--- config.mk ---
export PLATFORM = sky130hd
export DESIGN_NAME = pvadd_cell
export DESIGN_NICKNAME = d
export VERILOG_FILES = /design/src/hw/rtl/pvadd_pkg.sv /design/src/hw/rtl/pvadd_cell.sv
export SDC_FILE = /design/constraint.sdc
export NUM_CORES = 1
export LEC_CHECK = 0
export ABC_AREA = 0
export BUFFER_PORTS_ARGS = -buffer_cell sky130_fd_sc_hd__buf_4
export CAP_MARGIN = 20
export CELL_PAD_IN_SITES_DETAIL_PLACEMENT = 0
export CELL_PAD_IN_SITES_GLOBAL_PLACEMENT = 1
export CORE_ASPECT_RATIO = 0.7
export CORE_MARGIN = 2
export CORE_UTILIZATION = 23
export CTS_BUF_LIST = sky130_fd_sc_hd__clkbuf_4 sky130_fd_sc_hd__clkbuf_8 sky130_fd_sc_hd__clkbuf_16
export DETAILED_ROUTE_END_ITERATION = 6
export GPL_TIMING_DRIVEN = 0
export HOLD_SLACK_MARGIN = 0.08
export PLACE_DENSITY = 0.61
export SLEW_MARGIN = 20
export SYNTH_ARGS = -nofsm -noshare
export SYNTH_HDL_FRONTEND = slang
export SYNTH_SLANG_ARGS = --single-unit
--- constraint.sdc ---
create_clock -name clk_i -period 9.6 [get_ports clk_i]
set_input_delay 1.44 -clock clk_i [delete_from_list [all_inputs] [get_ports clk_i]]
set_output_delay 1.44 -clock clk_i [all_outputs]
set_load 0.05 [all_outputs]
--- src/hw/rtl/pvadd_pkg.sv ---
// ----------------------------------------------------------------------------
// pvadd_pkg: shared constants for the polar vector adder
// Fixed-point scales, CORDIC gain factors, the arctangent table and the
// quadrant codes.
// ----------------------------------------------------------------------------
package pvadd_pkg;

  // Direction field width (whole degrees)
  localparam int DIR_W = 9;

  // Angle units of 2^-20 degree
  localparam int ANG_FRAC = 20;
  localparam int ANG_180  = 180 << ANG_FRAC;
  localparam int ANG_360  = 360 << ANG_FRAC;

  // Inverse CORDIC gain: Q30 on entry to rotation, Q16 on exit from vectoring
  localparam longint INVK_Q30 = 64'd652032874;
  localparam int     INVK_Q16 = 39797;
  localparam int     INVK_W   = 30;
  localparam int     INVK_Q16_W = 16;

  localparam int MAX_ITER = 24;

  // Quadrant codes
  localparam logic [1:0] QUAD_0 = 2'd0;
  localparam logic [1:0] QUAD_1 = 2'd1;
  localparam logic [1:0] QUAD_2 = 2'd2;
  localparam logic [1:0] QUAD_3 = 2'd3;

  // atan(2^-i) in units of 2^-20 degree
  function automatic int atan_deg(input int idx);
    int v;
    case (idx)
      0:  v = 47185920;
      1:  v = 27855475;
      2:  v = 14718068;
      3:  v = 7471121;
      4:  v = 3750058;
      5:  v = 1876857;
      6:  v = 938658;
      7:  v = 469357;
      8:  v = 234682;
      9:  v = 117342;
      10: v = 58671;
      11: v = 29335;
      12: v = 14668;
      13: v = 7334;
      14: v = 3667;
      15: v = 1833;
      16: v = 917;
      17: v = 458;
      18: v = 229;
      19: v = 115;
      20: v = 57;
      21: v = 29;
      22: v = 14;
      23: v = 7;
      default: v = 0;
    endcase
    return v;
  endfunction

endpackage

--- src/hw/rtl/pvadd_cell.sv ---
// ----------------------------------------------------------------------------
// pvadd_cell: one CORDIC micro-rotation stage
// Rotation mode steers on the sign of z, vectoring mode on the sign of y.
// Carries a sideband word along with the vector.
// ----------------------------------------------------------------------------
module pvadd_cell import pvadd_pkg::*; #(
  parameter int CW        = 38,
  parameter int AW        = 30,
  parameter int SW        = 8,
  parameter int SHIFT     = 0,
  parameter bit VECTORING = 1'b0
) (
  input  logic                 clk_i,
  input  logic                 en_i,
  input  logic signed [CW-1:0] x_i,
  input  logic signed [CW-1:0] y_i,
  input  logic signed [AW-1:0] z_i,
  input  logic        [SW-1:0] side_i,
  output logic signed [CW-1:0] x_o,
  output logic signed [CW-1:0] y_o,
  output logic signed [AW-1:0] z_o,
  output logic        [SW-1:0] side_o
);

  localparam logic signed [AW-1:0] ATAN = AW'(atan_deg(SHIFT));

  logic signed [CW-1:0] dx, dy;
  logic signed [CW-1:0] x_d, y_d, x_q, y_q;
  logic signed [AW-1:0] z_d, z_q;
  logic        [SW-1:0] side_q;
  logic                 neg_dir;

  // micro-rotation, shifts floor toward minus infinity
  always_comb begin
    dx      = y_i >>> SHIFT;
    dy      = x_i >>> SHIFT;
    neg_dir = VECTORING ? y_i[CW-1] : ~z_i[AW-1];
    if (neg_dir) begin
      x_d = x_i - dx;
      y_d = y_i + dy;
      z_d = z_i - ATAN;
    end else begin
      x_d = x_i + dx;
      y_d = y_i - dy;
      z_d = z_i + ATAN;
    end
  end

  always_ff @(posedge clk_i) begin
    if (en_i) begin
      x_q    <= x_d;
      y_q    <= y_d;
      z_q    <= z_d;
      side_q <= side_i;
    end
  end

  assign x_o    = x_q;
  assign y_o    = y_q;
  assign z_o    = z_q;
  assign side_o = side_q;

endmodule

# --- Yosys cells after proc, flatten, opt, wreduce, memory -nomap -nowiden ---
# Cells that the tools add are included.
word_totals:
  wordCells: 12
  register_bits: 114
  out_inout_bits: 114
op_classes:
  mux: 3
  n_addsub: 5
ops:
  columns: ["operator", "count"]
  rows:
  - ["two-way mux 38 bit", 2]
  - ["subtractor 38 bit", 2]
  - ["adder 38 bit", 1]
  - ["adder 30 x 27 -> 30 bit, second input constant", 1]
  - ["two-way mux 30 bit", 1]
  - ["subtractor 30 x 27 -> 30 bit, second input constant", 1]

# --- Depth between registers and ports, before layout ---
logic_depth:
  depth_word: 2
  ltp_mapped: 14
  ltp_nobuf: 12

# --- Worst setup path after synthesis ---
# OpenSTA, ideal clock, no wires.
synth_path:
  path_type: "input-to-reg"
  startpoint: "input port x_i[11]"
  endpoint: "register y_q[34], in the netlist y_o[34] (data pin)"
  t_required_ns: 9.339
  path_stages: 11
  slack_ns: 5.372
  setup_time_ns: 0.261
  arrival_time_ns: 3.967
  path_cell_list: "inv_1 ha_1 or3_1 or4_4 a31oi_4 o31ai_2 a2111oi_4 o21ai_2 and3_1 o21a_1 a221o_1"
synth_via:
  elab_chain_len: 2
  word_cells_on_any_way: 3
  classes_between: "add/sub: 2; mux: 1"
synth_rtl:
  columns: ["element", "line_no", "text"]
  rows:
  - ["from (decl)", "pvadd_cell.sv:15", "input logic signed [CW-1:0] x_i,"]
  - ["adder 38 bit / subtractor 38 bit (equally long branches)", "pvadd_cell.sv:40, pvadd_cell.sv:44", null]
  - ["two-way mux 38 bit *", "pvadd_cell.sv:38", "if (neg_dir) begin"]
  - ["net y_d[34]", "pvadd_cell.sv:28", "logic signed [CW-1:0] x_d, y_d, x_q, y_q;"]
  - ["to (signal assigned)", "pvadd_cell.sv:52", "y_q <= y_d;"]
  - ["to (decl)", "pvadd_cell.sv:28", null]
# Mark *: on every way through the listed nets, which the timed path passes. The rest lies on a longest branch.
# A chain may end at the register's enable or synchronous reset.

# --- Final worst setup path ---
layout_path:
  startpoint: "input port x_i[12]"
  endpoint: "register y_q[30], in the netlist y_o[30] (data pin)"
# Same word-level chain as after synthesis.

==> results_dict.tcl <==
set metrics [dict create \
    outcome "completed" \
    period_share_pct 48.94 \
    grt_pass1_vias 9879 \
    final_antenna_net_count 0 \
    wire_per_inst_um 20.47 \
    ys.flop_type "edfxtp_1" \
    initialDrtViolationCount 980 \
    grt_util_all_layers_pct 17.62 \
    cts_setup_buffers 0 \
    cap_violations 0 \
    ctsRootBufferMaster "clkbuf_16" \
    max_slew.worst_pin.slew_ps 1016 \
    cts.sinks 113 \
    routabilityCongestion 0.8792 \
    synth_seq_cells 113 \
    dp_hpwl_mm 33.73 \
    clk_pin_slew_worst_paths_ps 60 \
    p_leak_nw 5.817 \
    syn_avg_cell_area_um2 8.735 \
    layout_min_cycle_time_ps 4698 \
    finalSetupViolations 0 \
    wl_mm 42.26 \
    ys_types 71 \
    fillers 4841 \
    htreeDepth 4 \
    final_nets 1697 \
    die_w_um 259.3 \
    syn_nets 1448 \
    antenna_found_initial 1 \
    grt_pass1_wl_mm 62.29 \
    vias_per_cell 4.916 \
    core.rowCount 65 \
    crit_arrival_ps 4890 \
    slew_viol_final 0 \
    worstSetupPathType "input port to register" \
    netlist_area_mm2 0.01049 \
    drive_gt1_share_pct 19.78 \
    power_density_mw_per_mm2 168.3 \
    hold_viol 0 \
    die_area_mm2 0.04737 \
    start_util_pct 23.29 \
    async_reset_ff_share_pct 0 \
    endpoint_kind "register" \
    ir_drop_mv 0.1124 \
    clk_path_buf_depth 2 \
    vias 10150 \
    dr.pass1.iters 5 \
    syn_inst 1201 \
    antenna_cells 0 \
    numCtsBuffers 17 \
    port_buffers 229 \
    min_path_type "input port to register" \
    die_y_um 182.7 \
    synth-seq-area-share_pct 32.34 \
    numPlacedInstances 2034 \
    slew_headroom_pct 32.24 \
    design.core.area_mm2 0.04506 \
    synth_edf_count 113 \
    rsz0062_at_grt "no" \
    io-pin-count 230 \
    final_cells 2064 \
    gr-total-overflow 0 \
    crit_required_ps 9800 \
    synth-warning-count 0 \
    critPathLaunchType "input port" \
    cts_hold_buffers 0 \
    cts_tree "built" \
    post-route-drc-count 0 \
    fin_tns_setup_ps 0 \
    cp_max_fo 10 \
    fmax_mhz 212.9 \
    syn2layout_area_growth_pct 29.45 \
    grt_max_degree 71 \
    cts_resized 0 \
]
## report_power, final
part           switching [mW]  internal, mW  total [mW]
clock                   0.254         0.408       0.662
combinational           0.657         0.302       0.959
sequential             0.0238         0.641       0.665
## layout by cell type, fill, tap and decap left out, types with 30 or more instances in the layout
master,count
a21oi_1,156
o21ai_0,59
nor2_1,102
ha_1,127
o21bai_1,30
xnor2_1,70
buf_4,229
nor3_1,33
inv_1,104
nand2_1,61
clkbuf_1,39
edfxtp_1,113
## state kept, by name, indices dropped and copies added (netlist names)
name,cells
side_o,8
y_o,37
x_o,38
z_o,30
## area by class of cell
class                   count  area [µm²]  share of cell area [%]
plain buffers              54       216.5                   1.594
clock buffers              19       440.4                   3.243
clock inverters            11       141.4                   1.041
inverters                 116       435.4                   3.206
multi-input cells         918        6449                   47.48
flip-flops and latches    113        3393                   24.99
well taps                 603       754.5                   5.556
repair buffers            230        1750                   12.89
## stage by stage
| step | total power [mW] | hold WS [ps] | utilization (%) | setup slack [ps] | area (µm²) |
|---|---|---|---|---|---|
| 5_1_grt | 2.403 | 1131 | 30.14 | 4771 | 13580 |
| 4_1_cts | 2.312 | 1131 | 30.14 | 4727 | 13580 |
| 2_1_floorplan | 1.294 | 1539 | - | 5372 | 10490 |
| 3_3_place_gp | 1.627 | 1619 | 28.78 | 4261 | 12960 |
| 6_report | 2.286 | 1163 | 30.14 | 4902 | 13580 |
| 3_5_place_dp | 1.628 | 1619 | 28.85 | 4248 | 13000 |
## worst max-delay path, cell delays in order
cell and delay, ps:
buf_4 90, inv_1 50, ha_1 270, clkbuf_1 250
clkbuf_1 300, a21oi_1 370, o211ai_1 150, o21ai_0 660
a21oi_1 250, a211o_1 450, a211oi_1 340, a21oi_1 110
xnor2_1 160
## layer usage
layer  vias to the layer above  global-route usage, %  share of wire [%]
li1                       4812                      -                  -
met1                      4897                  25.83                 49
met2                       402                  25.08                 41
met3                        35                  5.347                8.3
met4                         0                  3.793                1.4
met5                         -                      0                  0
## logic make-up (layout without fill, tap and decap cells)
group                      Yosys count  count (layout)  share of synthesized area (%)
and+or+nand+nor                    292             292                          13.11
xor gates and xnor gates            79              79                          6.595
muxes                               16              16                          1.527
AOI/OAI and AO/OA                  400             400                          24.33
DFF                                113             113                          32.34
adders and majority gates          131             131                          15.91
buffers and inverters              170             430                          6.190
## final timing paths
kind                  startpoint       to  slack, ps  depth (start not counted)
worst max-delay path     x_i[12]  y_o[30]       4900                         13
worst min-delay path      z_i[5]   z_o[5]       1160                          1
## synth_stat cells, drive strengths merged, types with 5 or more instances
master	instances	share of area (%)
o211ai	7	0.50
a21o	28	2.0
o31ai	14	1.1
a211oi	16	1.1
inv	112	4.0
nand3	21	1.0
or3	7	0.42
xor2	9	0.75
mux2i	16	1.5
nor4	8	0.48
o21ai	70	3.4
nand4	11	0.66
a2111oi	7	0.82
a31oi	13	0.92
and3	6	0.36
ha	127	15
nand2	61	2.2
a31o	5	0.42
nor3	33	1.6
o21bai	30	2.1
xnor2	70	5.8
buf	13	0.57
edfxtp	113	32
a21oi	156	7.4
o311ai	7	0.58
clkbuf	41	1.5
a311oi	5	0.42
nand2b	6	0.36
o21a	11	0.79
nor2b	18	1.1
nor2	102	3.6
Power figures use the tool's default switching activity.
